File: config.mk
export PLATFORM = sky130hd
export DESIGN_NAME = ambient_light_lux_calc
export DESIGN_NICKNAME = d
export VERILOG_FILES = /design/src/lalc_pkg.sv /design/src/lalc_useq.sv /design/src/lalc_dpath.sv /design/src/ambient_light_lux_calc.sv
export VERILOG_INCLUDE_DIRS = /design/src /design/src/src
export SDC_FILE = /design/constraint.sdc
export NUM_CORES = 2
export LEC_CHECK = 0
export BUFFER_PORTS_ARGS = -buffer_cell sky130_fd_sc_hd__buf_2
export CAP_MARGIN = 20
export CORE_MARGIN = 2
export CORE_UTILIZATION = 35
export CTS_CLUSTER_SIZE = 10
export DETAILED_ROUTE_END_ITERATION = 12
export GPL_TIMING_DRIVEN = 0
export PLACE_DENSITY = 0.52
export SETUP_SLACK_MARGIN = 0.05
export SYNTH_ARGS = -nofsm -noshare
export SYNTH_HDL_FRONTEND = slang
export SYNTH_SLANG_ARGS = --single-unit
File: constraint.sdc
create_clock -name i_clk -period 9.2 [get_ports i_clk]
set_input_delay 0.92 -clock i_clk [delete_from_list [all_inputs] [get_ports i_clk]]
set_output_delay 0.92 -clock i_clk [all_outputs]
set_load 0.02 [all_outputs]
File: src/assert_macros.svh
// Assertion macros shared by the lux calculator RTL.
// No dependencies; included by files that carry concurrent checks.
`ifndef ASSERT_MACROS_SVH
`define ASSERT_MACROS_SVH

// expression holds at every clock edge out of reset
`define LALC_ASSERT_ALWAYS(label, clk, rst_n, expr, msg) \
    label: assert property (@(posedge clk) disable iff (!rst_n) (expr)) \
        else $error(msg);

// antecedent implies consequent in the same cycle
`define LALC_ASSERT_IMPLIES(label, clk, rst_n, ante, cons, msg) \
    label: assert property (@(posedge clk) disable iff (!rst_n) (ante) |-> (cons)) \
        else $error(msg);

// antecedent implies consequent in the next cycle
`define LALC_ASSERT_NEXT(label, clk, rst_n, ante, cons, msg) \
    label: assert property (@(posedge clk) disable iff (!rst_n) (ante) |=> (cons)) \
        else $error(msg);

`endif

File: src/lalc_pkg.sv
// Package for the ambient light lux calculator: widths, coefficients,
// band codes, microcode types and the microcode program. No dependencies.
`default_nettype none

package lalc_pkg;

    localparam int COEF_FRAC_BITS = 14;

    localparam int CH_W      = 16;
    localparam int LUX_W     = 20;
    localparam int BAND_W    = 3;
    localparam int GAIN_W    = 7;
    localparam int INTEG_W   = 4;
    localparam int CFG_W     = 7;
    localparam int CFG_IDX_W = 1;
    localparam int IN_DATA_W  = 32;
    localparam int OUT_DATA_W = 24;

    localparam int COEF_W = COEF_FRAC_BITS + 3;
    localparam int PROD_W = COEF_W + CH_W;
    localparam int ACC_W  = COEF_FRAC_BITS + 20;
    localparam int NUM_W  = 21;
    localparam int DEN_W  = GAIN_W + INTEG_W;
    localparam int ITER_W = $clog2(NUM_W);
    localparam int CMP_W  = 24;

    localparam logic [LUX_W-1:0] LUX_MAX = LUX_W'(600000);

    // round half up of c_e4 * 1e-4 * 2^COEF_FRAC_BITS
    function automatic logic [COEF_W-1:0] q_coef(input longint unsigned c_e4);
        longint unsigned v;
        v = ((c_e4 << COEF_FRAC_BITS) + 64'd5000) / 64'd10000;
        return COEF_W'(v);
    endfunction

    localparam logic [COEF_W-1:0] C_A1 = q_coef(64'd17743);
    localparam logic [COEF_W-1:0] C_B1 = q_coef(64'd11059);
    localparam logic [COEF_W-1:0] C_A2 = q_coef(64'd42785);
    localparam logic [COEF_W-1:0] C_B2 = q_coef(64'd19548);
    localparam logic [COEF_W-1:0] C_A3 = q_coef(64'd5926);
    localparam logic [COEF_W-1:0] C_B3 = q_coef(64'd1185);

    localparam logic [CMP_W-1:0] RATIO_DEN = CMP_W'(100);
    localparam logic [CMP_W-1:0] RATIO_1   = CMP_W'(45);
    localparam logic [CMP_W-1:0] RATIO_2   = CMP_W'(64);
    localparam logic [CMP_W-1:0] RATIO_3   = CMP_W'(85);

    typedef logic [BAND_W-1:0] t_band;
    localparam t_band BAND_ZERO = 3'd0;
    localparam t_band BAND_1    = 3'd1;
    localparam t_band BAND_2    = 3'd2;
    localparam t_band BAND_3    = 3'd3;
    localparam t_band BAND_HIGH = 3'd4;
    localparam t_band BAND_HELD = 3'd5;

    typedef logic [CFG_IDX_W-1:0] t_cfg_idx;
    localparam t_cfg_idx CFG_GAIN  = 1'd0;
    localparam t_cfg_idx CFG_INTEG = 1'd1;

    typedef enum logic [3:0] {
        OP_LOAD,
        OP_CLASS,
        OP_NOP,
        OP_MUL_A,
        OP_MUL_B,
        OP_SUM,
        OP_DIV_INIT,
        OP_DIV_STEP,
        OP_DIV_END,
        OP_EMIT
    } t_op;

    typedef enum logic [2:0] {
        COND_NEXT,
        COND_ALWAYS,
        COND_NO_IN,
        COND_SPECIAL,
        COND_DIV_MORE,
        COND_OUT_FREE
    } t_cond;

    typedef logic [3:0] t_step;
    localparam t_step STEP_LOAD     = 4'd0;
    localparam t_step STEP_CLASS    = 4'd1;
    localparam t_step STEP_BRANCH   = 4'd2;
    localparam t_step STEP_MUL_A    = 4'd3;
    localparam t_step STEP_MUL_B    = 4'd4;
    localparam t_step STEP_SUM      = 4'd5;
    localparam t_step STEP_DIV_INIT = 4'd6;
    localparam t_step STEP_DIV      = 4'd7;
    localparam t_step STEP_DIV_END  = 4'd8;
    localparam t_step STEP_EMIT     = 4'd9;
    localparam t_step STEP_RETRY    = 4'd10;

    typedef struct packed {
        t_op   op;
        t_cond cond;
        t_step target;
    } t_uword;

    typedef struct packed {
        logic special;
        logic div_more;
        logic out_free;
    } t_stat;

    // microcode ROM: jump to target when cond holds, else step + 1
    function automatic t_uword ucode(input t_step s);
        t_uword w;
        case (s)
            STEP_LOAD:     w = '{OP_LOAD,     COND_NO_IN,    STEP_LOAD};
            STEP_CLASS:    w = '{OP_CLASS,    COND_NEXT,     STEP_LOAD};
            STEP_BRANCH:   w = '{OP_NOP,      COND_SPECIAL,  STEP_EMIT};
            STEP_MUL_A:    w = '{OP_MUL_A,    COND_NEXT,     STEP_LOAD};
            STEP_MUL_B:    w = '{OP_MUL_B,    COND_NEXT,     STEP_LOAD};
            STEP_SUM:      w = '{OP_SUM,      COND_NEXT,     STEP_LOAD};
            STEP_DIV_INIT: w = '{OP_DIV_INIT, COND_NEXT,     STEP_LOAD};
            STEP_DIV:      w = '{OP_DIV_STEP, COND_DIV_MORE, STEP_DIV};
            STEP_DIV_END:  w = '{OP_DIV_END,  COND_NEXT,     STEP_LOAD};
            STEP_EMIT:     w = '{OP_EMIT,     COND_OUT_FREE, STEP_LOAD};
            STEP_RETRY:    w = '{OP_NOP,      COND_ALWAYS,   STEP_EMIT};
            default:       w = '{OP_NOP,      COND_ALWAYS,   STEP_LOAD};
        endcase
        return w;
    endfunction

endpackage

`default_nettype wire

File: src/lalc_useq.sv
// Microcode sequencer: step counter, control ROM and conditional jumps.
// Depends on lalc_pkg and assert_macros.svh.
`default_nettype none

`include "assert_macros.svh"

module lalc_useq
    import lalc_pkg::*;
(
    input  wire   i_clk,
    input  wire   i_rst_n,
    input  wire   i_in_valid,
    input  t_stat i_stat,
    output t_op   o_op
);

    t_step  r_step;
    t_step  n_step;
    t_uword w_uw;
    logic   w_take;

    always_comb begin
        w_uw = ucode(r_step);
        case (w_uw.cond)
            COND_NEXT:     w_take = 1'b0;
            COND_ALWAYS:   w_take = 1'b1;
            COND_NO_IN:    w_take = !i_in_valid;
            COND_SPECIAL:  w_take = i_stat.special;
            COND_DIV_MORE: w_take = i_stat.div_more;
            COND_OUT_FREE: w_take = i_stat.out_free;
            default:       w_take = 1'b1;
        endcase
        n_step = w_take ? w_uw.target : r_step + t_step'(1);
    end

    always_ff @(posedge i_clk) begin
        if (!i_rst_n) begin
            r_step <= STEP_LOAD;
        end else begin
            r_step <= n_step;
        end
    end

    assign o_op = w_uw.op;

    `LALC_ASSERT_NEXT(a_accept_class, i_clk, i_rst_n, (o_op == OP_LOAD) && i_in_valid, r_step == STEP_CLASS, "accepted word did not start classification")
    `LALC_ASSERT_IMPLIES(a_div_in_loop, i_clk, i_rst_n, r_step == STEP_DIV, o_op == OP_DIV_STEP, "divider step outside division loop")

endmodule

`default_nettype wire

File: src/lalc_dpath.sv
// Datapath: input capture, ratio classification, coefficient multiply,
// restoring divider, held lux and output register. Depends on lalc_pkg.
`default_nettype none

`include "assert_macros.svh"

module lalc_dpath
    import lalc_pkg::*;
(
    input  wire                    i_clk,
    input  wire                    i_rst_n,
    input  t_op                    i_op,
    input  wire                    i_in_valid,
    input  wire                    i_fresh,
    input  wire [CH_W-1:0]         i_ch_visible_ir,
    input  wire [CH_W-1:0]         i_ch_ir,
    input  wire                    i_cfg_we,
    input  wire [CFG_IDX_W-1:0]    i_cfg_idx,
    input  wire [CFG_W-1:0]        i_cfg_data,
    input  wire                    i_out_ready,
    output t_stat                  o_stat,
    output logic                   o_out_valid,
    output logic [LUX_W-1:0]       o_lux_value,
    output t_band                  o_band
);

    logic              r_fresh,    n_fresh;
    logic [CH_W-1:0]   r_ch0,      n_ch0;
    logic [CH_W-1:0]   r_ch1,      n_ch1;
    t_band             r_band,     n_band;
    logic [LUX_W-1:0]  r_lux,      n_lux;
    logic [PROD_W-1:0] r_prod,     n_prod;
    logic [ACC_W-1:0]  r_acc,      n_acc;
    logic [NUM_W-1:0]  r_quo,      n_quo;
    logic [DEN_W-1:0]  r_rem,      n_rem;
    logic [DEN_W-1:0]  r_den,      n_den;
    logic [ITER_W-1:0] r_iter,     n_iter;
    logic [LUX_W-1:0]  r_out_lux,  n_out_lux;
    t_band             r_out_band, n_out_band;
    logic              r_out_valid, n_out_valid;
    logic [LUX_W-1:0]  r_held,     n_held;
    logic [GAIN_W-1:0] r_gain,     n_gain;
    logic [INTEG_W-1:0] r_integ,   n_integ;

    logic [CH_W:0]     w_sum;
    logic [CMP_W-1:0]  w_lhs;
    logic [COEF_W-1:0] w_coef;
    logic [ACC_W:0]    w_diff;
    logic [DEN_W:0]    w_trial;
    logic [GAIN_W-1:0] w_g;
    logic [INTEG_W-1:0] w_t;
    logic              w_out_free;

    assign w_out_free = !r_out_valid || i_out_ready;

    always_comb begin
        n_fresh     = r_fresh;
        n_ch0       = r_ch0;
        n_ch1       = r_ch1;
        n_band      = r_band;
        n_lux       = r_lux;
        n_prod      = r_prod;
        n_acc       = r_acc;
        n_quo       = r_quo;
        n_rem       = r_rem;
        n_den       = r_den;
        n_iter      = r_iter;
        n_out_lux   = r_out_lux;
        n_out_band  = r_out_band;
        n_out_valid = r_out_valid && !i_out_ready;
        n_held      = r_held;
        n_gain      = r_gain;
        n_integ     = r_integ;

        w_sum   = {1'b0, r_ch0} + {1'b0, r_ch1};
        w_lhs   = CMP_W'(r_ch1) * RATIO_DEN;
        w_diff  = {1'b0, r_acc} - {{(ACC_W+1-PROD_W){1'b0}}, r_prod};
        w_trial = {r_rem, r_quo[NUM_W-1]};
        w_g     = (r_gain == '0) ? GAIN_W'(1) : r_gain;
        w_t     = (r_integ == '0) ? INTEG_W'(1) : r_integ;

        case (i_op)
            OP_MUL_A: begin
                case (r_band)
                    BAND_1:  w_coef = C_A1;
                    BAND_2:  w_coef = C_A2;
                    default: w_coef = C_A3;
                endcase
            end
            default: begin
                case (r_band)
                    BAND_1:  w_coef = C_B1;
                    BAND_2:  w_coef = C_B2;
                    default: w_coef = C_B3;
                endcase
            end
        endcase

        if (i_cfg_we) begin
            case (i_cfg_idx)
                CFG_GAIN:  n_gain  = i_cfg_data[GAIN_W-1:0];
                CFG_INTEG: n_integ = i_cfg_data[INTEG_W-1:0];
                default:   n_gain  = r_gain;
            endcase
        end

        case (i_op)
            OP_LOAD: begin
                if (i_in_valid) begin
                    n_fresh = i_fresh;
                    n_ch0   = i_ch_visible_ir;
                    n_ch1   = i_ch_ir;
                end
            end
            OP_CLASS: begin
                n_lux = '0;
                if (!r_fresh) begin
                    n_band = BAND_HELD;
                    n_lux  = r_held;
                end else if (r_ch0 == '0 || r_ch1 == '0) begin
                    n_band = BAND_ZERO;
                end else if (w_lhs < CMP_W'(w_sum) * RATIO_1) begin
                    n_band = BAND_1;
                end else if (w_lhs < CMP_W'(w_sum) * RATIO_2) begin
                    n_band = BAND_2;
                end else if (w_lhs < CMP_W'(w_sum) * RATIO_3) begin
                    n_band = BAND_3;
                end else begin
                    n_band = BAND_HIGH;
                end
            end
            OP_MUL_A: begin
                n_prod = PROD_W'(w_coef) * PROD_W'(r_ch0);
            end
            OP_MUL_B: begin
                n_acc  = ACC_W'(r_prod);
                n_prod = PROD_W'(w_coef) * PROD_W'(r_ch1);
            end
            OP_SUM: begin
                if (r_band == BAND_2) begin
                    // negative difference clamps to zero
                    n_acc = w_diff[ACC_W] ? '0 : w_diff[ACC_W-1:0];
                end else begin
                    n_acc = r_acc + ACC_W'(r_prod);
                end
            end
            OP_DIV_INIT: begin
                // 2*S / 2^F == S / 2^(F-1); shift first, then divide by gain*time
                n_quo  = r_acc[COEF_FRAC_BITS-1 +: NUM_W];
                n_rem  = '0;
                n_den  = DEN_W'(w_g) * DEN_W'(w_t);
                n_iter = ITER_W'(NUM_W - 1);
            end
            OP_DIV_STEP: begin
                if (w_trial >= {1'b0, r_den}) begin
                    n_rem = DEN_W'(w_trial - {1'b0, r_den});
                    n_quo = {r_quo[NUM_W-2:0], 1'b1};
                end else begin
                    n_rem = w_trial[DEN_W-1:0];
                    n_quo = {r_quo[NUM_W-2:0], 1'b0};
                end
                n_iter = r_iter - ITER_W'(1);
            end
            OP_DIV_END: begin
                n_lux = (r_quo > NUM_W'(LUX_MAX)) ? LUX_MAX : r_quo[LUX_W-1:0];
            end
            OP_EMIT: begin
                if (w_out_free) begin
                    n_out_valid = 1'b1;
                    n_out_lux   = r_lux;
                    n_out_band  = r_band;
                    if (r_band != BAND_ZERO && r_band != BAND_HELD) begin
                        n_held = r_lux;
                    end
                end
            end
            default: begin
                n_lux = r_lux;
            end
        endcase
    end

    always_ff @(posedge i_clk) begin
        if (!i_rst_n) begin
            r_out_valid <= 1'b0;
            r_held      <= '0;
            r_gain      <= GAIN_W'(1);
            r_integ     <= INTEG_W'(2);
        end else begin
            r_out_valid <= n_out_valid;
            r_held      <= n_held;
            r_gain      <= n_gain;
            r_integ     <= n_integ;
        end
    end

    always_ff @(posedge i_clk) begin
        r_fresh    <= n_fresh;
        r_ch0      <= n_ch0;
        r_ch1      <= n_ch1;
        r_band     <= n_band;
        r_lux      <= n_lux;
        r_prod     <= n_prod;
        r_acc      <= n_acc;
        r_quo      <= n_quo;
        r_rem      <= n_rem;
        r_den      <= n_den;
        r_iter     <= n_iter;
        r_out_lux  <= n_out_lux;
        r_out_band <= n_out_band;
    end

    assign o_stat.special  = (r_band == BAND_ZERO) || (r_band == BAND_HIGH)
                             || (r_band == BAND_HELD);
    assign o_stat.div_more = (r_iter != '0);
    assign o_stat.out_free = w_out_free;
    assign o_out_valid     = r_out_valid;
    assign o_lux_value     = r_out_lux;
    assign o_band          = r_out_band;

    `LALC_ASSERT_ALWAYS(a_held_max, i_clk, i_rst_n, r_held <= LUX_MAX, "held lux above saturation limit")
    `LALC_ASSERT_IMPLIES(a_zero_lux, i_clk, i_rst_n, r_out_valid && (r_out_band == BAND_ZERO || r_out_band == BAND_HIGH), r_out_lux == '0, "zero band with nonzero lux")
    `LALC_ASSERT_IMPLIES(a_rem_range, i_clk, i_rst_n, i_op == OP_DIV_STEP, r_rem < r_den, "divider remainder out of range")

endmodule

`default_nettype wire

File: src/ambient_light_lux_calc.sv
// A ratio-band word is classified, multiplied by two coefficients, summed
// and divided; a held, zero-channel or ratio-too-high word goes straight to
// emit. The 21-iteration restoring divider is run by the microcode loop; a
// new word is accepted only after the previous result is emitted.
// Reset: synchronous active low; clears the sequencer, output valid and
// held lux, and sets gain to 1 and integration halves to 2.
`default_nettype none

module ambient_light_lux_calc
    import lalc_pkg::*;
(
    input  wire                   i_clk,
    input  wire                   i_rst_n,
    input  wire                   s_axis_tvalid,
    output logic                  s_axis_tready,
    input  wire [IN_DATA_W-1:0]   s_axis_tdata,  // ch_visible_ir[15:0], ch_ir[31:16]
    input  wire                   s_axis_tuser,  // fresh
    output logic                  m_axis_tvalid,
    input  wire                   m_axis_tready,
    output logic [OUT_DATA_W-1:0] m_axis_tdata,  // lux_value[19:0], zero pad
    output logic [BAND_W-1:0]     m_axis_tuser,  // band
    input  wire                   i_cfg_we,
    input  wire [CFG_IDX_W-1:0]   i_cfg_idx,
    input  wire [CFG_W-1:0]       i_cfg_data
);

    t_op              w_op;
    t_stat            w_stat;
    logic [LUX_W-1:0] w_lux;
    t_band            w_band;

    lalc_useq u_useq (
        .i_clk      (i_clk),
        .i_rst_n    (i_rst_n),
        .i_in_valid (s_axis_tvalid),
        .i_stat     (w_stat),
        .o_op       (w_op)
    );

    lalc_dpath u_dpath (
        .i_clk           (i_clk),
        .i_rst_n         (i_rst_n),
        .i_op            (w_op),
        .i_in_valid      (s_axis_tvalid),
        .i_fresh         (s_axis_tuser),
        .i_ch_visible_ir (s_axis_tdata[CH_W-1:0]),
        .i_ch_ir         (s_axis_tdata[2*CH_W-1:CH_W]),
        .i_cfg_we        (i_cfg_we),
        .i_cfg_idx       (i_cfg_idx),
        .i_cfg_data      (i_cfg_data),
        .i_out_ready     (m_axis_tready),
        .o_stat          (w_stat),
        .o_out_valid     (m_axis_tvalid),
        .o_lux_value     (w_lux),
        .o_band          (w_band)
    );

    assign s_axis_tready = (w_op == OP_LOAD);
    assign m_axis_tdata  = {{(OUT_DATA_W-LUX_W){1'b0}}, w_lux};
    assign m_axis_tuser  = w_band;

endmodule

`default_nettype wire
======== Word level (Yosys, flattened, before mapping) ========
Memories as Yosys holds them, arrays and structs flattened. A register that Yosys moved wholly into a read port is not among the register bits.
Index checks and enable logic that the tools add are counted.
cells by class
  add/sub/neg operators ................... 6
  $mul .................................... 6
  $lt $le $gt $ge ......................... 5
  equality and inequality tests ........... 17
  mux-type cells .......................... 26
  bitwise operators ....................... 2
  reduce and logical (&&, ||, !) cells .... 28
operators by type and width
  kind                                                             number
  two-way mux 34 bit                                               2
  one-hot mux 34 bit (2 select lines)                              1
  multiplier 17 x 16 -> 33 bit                                     2
  one-hot mux 33 bit (2 select lines)                              1
  < comparator 23 bit                                              2
  one-hot mux 21 bit (2 select lines)                              1
  two-way mux 20 bit                                               2
  one-hot mux 20 bit (2 select lines)                              1
  subtractor 34 x 33 -> 35 bit                                     1
  adder 34 x 33 -> 34 bit                                          1
  one-hot mux 17 bit (2 select lines)                              1
  zero test 16 bit                                                 2
  one-hot mux 15 bit (2 select lines)                              1
  < comparator 23 x 24 -> 1 bit                                    1
  multiplier 17 x 7 -> 24 bit, second input constant               1
  multiplier 17 x 6 -> 23 bit, second input constant               1
  one-hot mux 11 bit (2 select lines)                              1
  greater-than comparator 21 x 20 -> 1 bit, second input constant  1
  multiplier 16 x 5 -> 21 bit, second input constant               1
  adder 16 x 16 -> 17 bit                                          1
  two-way mux 17 bit                                               1
  == test 4 x 3 -> 1 bit, second input constant                    4
  == test 3 bit, second input constant                             4
  >= comparator 12 x 11 -> 1 bit                                   1
  30 further kinds                                                 55
storage, ports and cells
  flip-flop bits (word level) ............. 230
  ROM bits ................................ 176
  input bits .............................. 46
  output and inout bits ................... 29
  word-level logic and storage cells ...... 110
  memories ................................ 1
memories
  name              words  bits a word  read ports  clocked after Yosys merged registers in  wr ports  RTL line         text
  (name not given)  16     11           1           1                                        0         lalc_pkg.sv:110  case (s)

======== Logic depth before layout (Yosys ltp) ========
  depth in word-level cells ............... 7
  depth in mapped cells ................... 37
  mapped depth without buffers ............ 37

======== Hierarchy ========
From an unflattened synthesis, not the netlist that was laid out.
second synthesis, totals
  cell total of the unflattened synthesis .. 4214
  area, all modules ....................... 38338.0 um^2
by module, submodules not included
  module                  instances  cells each  area an instance (um^2)  sequential area each (um^2)
  lalc_dpath              1          4151        37669.9                  6466.2
  lalc_useq               1          57          621.8                    280.3
  ambient_light_lux_calc  1          6           46.3                     0.0

======== Least setup slack after synthesis ========
No wires, ideal clock.
  path type ............................... reg-to-reg
  from .................................... register u_useq.w_uw[8] (netlist name)
  to ...................................... register u_dpath.r_prod[31] (data pin)
  data arrival time ....................... 7.374 ns
  setup slack ............................. 1.571 ns
  stages on the path, launching flop included .. 29
  period minus slack after synthesis ...... 7.629 ns
  path through ............................ dfxtp_1 clkbuf_1 and3_1 clkbuf_1 nand2_1 nand2_1 clkbuf_1 clkbuf_1 nand2_1 fa_1 inv_1 fa_1 fa_1 fa_1 inv_1 fa_1 inv_1 fa_1 ha_1 a21o_1 a21o_1 a21o_1 a31oi_1 a2bb2oi_1 a211oi_1 o31ai_1 mux2i_1 nand3_1 and3_1
on the way
  word-level cells in the longest chain between the ends .. 4
  elaborated cells between the ends (all ways) .. 6
RTL lines
  element                                          RTL line                              text
  == test 4 x 2 -> 1 bit                           lalc_dpath.sv:82, lalc_dpath.sv:107
  two-way mux 17 bit                               lalc_dpath.sv:82                      case (i_op)
  multiplier 17 x 16 -> 33 bit (on tied branches)  lalc_dpath.sv:137, lalc_dpath.sv:133
  one-hot mux 33 bit (2 select lines) *            lalc_dpath.sv:107                     case (i_op)
  net u_dpath.n_prod[31]                           lalc_dpath.sv:32                      logic [PROD_W-1:0] r_prod, n_prod;
  end signal, assigned                             lalc_dpath.sv:203                     r_prod <= n_prod;
  end, declared                                    lalc_dpath.sv:32
The timed path passes the listed nets; every way through them passes the cells marked *.
A chain may end at the register's enable or synchronous reset.

======== Final worst setup path ========
  from .................................... register u_dpath.r_band[1]
  to ...................................... register u_dpath.r_prod[32] (data pin)
on the way
  word-level cells in the longest chain between the ends .. 5
  elaborated cells between the ends (all ways) .. 8
RTL lines
  element                                                                                     RTL line                              text
  start, declared                                                                             lalc_dpath.sv:30                      t_band r_band, n_band;
  start signal, assigned                                                                      lalc_dpath.sv:201                     r_band <= n_band;
  == test 3 x 2 -> 1 bit or == test 3 x 1 -> 1 bit (tied branches)                            lalc_dpath.sv:84, lalc_dpath.sv:91
  one-hot mux 15 bit (2 select lines) or one-hot mux 17 bit (2 select lines) (tied branches)  lalc_dpath.sv:91, lalc_dpath.sv:84
  two-way mux 17 bit *                                                                        lalc_dpath.sv:82
  multiplier 17 x 16 -> 33 bit (on tied branches)                                             lalc_dpath.sv:137, lalc_dpath.sv:133
  one-hot mux 33 bit (2 select lines) *                                                       lalc_dpath.sv:107
  net u_dpath.n_prod[32]                                                                      lalc_dpath.sv:32
Marked as above.

==> results.ini <==
[sta]
rsz0062_at_grt = false
timing.final.crit_share = 0.964
slew_violations = 0
max_freq_ghz = 0.113
tightest_slew_ps = 1050
finalCriticalPeriod_ps = 8870
skew_ps = 18.4
setup_viol = 0
max-slew-margin-rel = 0.299
hold_viol = 0

[critical_path]
cp_slowest_cell = buf_1
crit_family = adder cells
cp.buffers_inverters = 5
cp.required_ps = 9530
rr_endpoint = u_dpath.r_prod[32]
path_class = flip-flop to flip-flop
critPathCapture = u_dpath.r_prod[32]
startpoint = u_dpath.r_band[1]
crit_arrival_ps = 9200
slowest_delay_ps = 670
worst_setup_path_start_kind = flip-flop
crit_fanout = 11
worstPathCellList = or3b_4 > clkdlybuf4s15_2 > buf_1 > nand2_1 > fa_1 > fa_1 > inv_1 > fa_1 > inv_1 > fa_1 > inv_1 > fa_1 > fa_1 > ha_1 > a21o_1 > a21o_1 > a21oi_1 > o22ai_1 > a31o_2 > a311oi_2 > o21ai_1 > a31oi_1 > xnor2_1 > o21ai_1
end_kind = flip-flop
cp_num_cells = 24
r2r_slack_ps = 330
crit_top_cell = fa_1
worst-r2r-cell-count = 24
reg2reg_from = u_dpath.r_band[1]

[cells_and_area]
drive_above_1_share = 0.0640
final_area_sq_mm = 0.0418
nNetsFinal = 5360
syn_to_final_growth_pct = 9.42

[clock_network]
cts_made_buffers = 34
hold_buffers = 0
clk_path_buf_depth = 3
cts-root-buf = clkbuf_16
insertion_delay_ps = 580
path_clk_slew_ps = 60
cts_max_level = 2
cts_sinks = 240
cts_tree = built

[drt]
drtAntennaViolNets = 0
dr.pass1.iters = 6
routedWlPerCell_microns = 21.6
wl_mm = 125
vias = 30351
via_per_inst = 5.27
first_iter_violations = 2270
drc = 0

[synth]
yosysTopAreaCell = fa_1
synth_cell_type_count = 92
ys_ff_latch = 240
syn_avg_cell_area_sq_um = 9.10
ys_seq_area_frac = 0.177
synthCells = 4198
netlist.area_leader.share = 0.241
synthTopCellsByArea = fa_1 24%, ha_1 18%, edfxtp_1 15%
syn_area_sq_mm = 0.0382
async_flop_share = 0
synthTopCellsByCount = 739 x inv_1, 535 x ha_1, 460 x fa_1, 411 x nand2_1, 246 x nor2_1
synth.most_common_cell = inv_1
synth-main-ff-cell = edfxtp_1
synth_edf_count = 194
yosys_warnings = 0

[floorplan]
start_util = 0.352
fp.coreArea_sq_mm = 0.109
die_y_microns = 334
pin_count = 75
row_count = 121
die_area_sq_mm = 0.112
die-width_microns = 334

[grt]
grt_first_pass_wirelength_mm = 192
first_global_vias = 31129
grt_start_max_net_pins = 34
track_usage = 0.226
antenna_found_initial = 9
overflow = 0

[placed_design]
hpwl_mm = 103
dpl-instance-area_sq_mm = 0.0405
io_buffers = 70
place.gp.congestion = 0.927

[run]
drv_cap = 0

[outcome]
status = complete, no violations

[hold_path]
min_path_type = flip-flop to flip-flop

layout by cell type (no fill, tap or decap), types with 25 or more instances in the layout:
master and count:
a211oi_1 34, a21o_1 96, a21oi_1 208, and2_1 67
and3_1 58, buf_2 85, clkbuf_1 108, clkbuf_16 34
dfxtp_1 46, edfxtp_1 194, fa_1 460, ha_1 535
inv_1 739, mux2_2 25, mux2i_1 34, nand2_1 409
nand2b_1 31, nand3_1 67, nor2_1 243, nor2b_1 61
nor3_1 64, o21a_1 25, o21ai_0 114, o21bai_1 37
xnor2_1 98, xor2_1 43
logic make-up (layout without fill, tap and decap cells):
logic type      count (synthesis)  count (layout)  share of synthesized area
simple gates                 1102            1102                      0.135
mux                            59              59                     0.0163
other cells                     1               6                  0.0000981
fa+ha+maj                     997             997                      0.417
flops                         240             240                      0.177
compound gates                753             753                      0.133
buf+inv                       903            1046                     0.0899
xor+xnor                      143             143                     0.0328
timing repair:
action / 4_1_cts / 5_1_grt
cloned: 0 / 0
resized for setup: 40 / 36
endpoints found under the setup margin: 21 / 13
setup buffers: 2 / 2
endpoints found under the hold margin: 0 / 0
sequential cells by signal, summed over array words and instances, names as in the netlist:
name / flops
u_dpath.r_acc: 34
u_dpath.r_lux: 20
u_dpath.r_prod: 33
u_dpath.r_band: 3
u_dpath.r_den: 11
u_dpath.o_band: 3
u_dpath.r_integ: 4
u_useq.w_uw: 10
u_dpath.o_lux_value: 20
u_dpath.r_held: 20
u_dpath.r_gain: 7
u_dpath.r_rem: 11
u_dpath.o_out_valid: 1
u_useq.r_step: 4
u_dpath.r_quo: 21
u_dpath.r_ch1: 16
u_dpath.r_ch0: 16
u_dpath.r_iter: 5
u_dpath.r_fresh: 1
worst min-delay path by stage:
stage                          start                     end  slack [ps]  cells past startpoint
global route        u_dpath.r_lux[3]  u_dpath.o_lux_value[3]         450                      0
CTS                 u_dpath.r_lux[3]  u_dpath.o_lux_value[3]         440                      0
floorplan           u_dpath.r_lux[0]  u_dpath.o_lux_value[0]         430                      0
global placement    u_dpath.r_lux[3]  u_dpath.o_lux_value[3]         440                      0
detailed placement  u_dpath.r_lux[3]  u_dpath.o_lux_value[3]         430                      0
finish              u_dpath.r_lux[3]  u_dpath.o_lux_value[3]         440                      0
cell type report:
cell class	count	area, sq um
buffer	151	669
antenna	2	5.00
timing repair buffer	86	584
clock buffer	49	927
sequential	240	6750
fill	11099	66700
inverter	748	2810
clock inverter	12	149
multi-input combinational	3058	28200
tap	1414	1770
per-layer routing:
layer	wire length [microns]	GRT usage
met1	54600	0.301
met2	57800	0.377
met3	7650	0.0325
met4	4370	0.0707
met5	42	0
stage by stage:
step	hold slack, ps	utilization	std cells	TNS (ps)	setup WS, ps
6_report	444	0.385	5760	0	333
5_1_grt	452	0.385	5759	0	44.8
4_1_cts	444	0.384	5757	0	63.5
3_5_place_dp	431	0.373	5696	-14240	-1370
3_3_place_gp	437	0.372	5685	-25420	-1950
2_1_floorplan	426	-	4201	0	1570
Power is left out: the tool's default activity adds up to more than one toggle a clock period on the data nets, which glitch-free logic cannot reach.
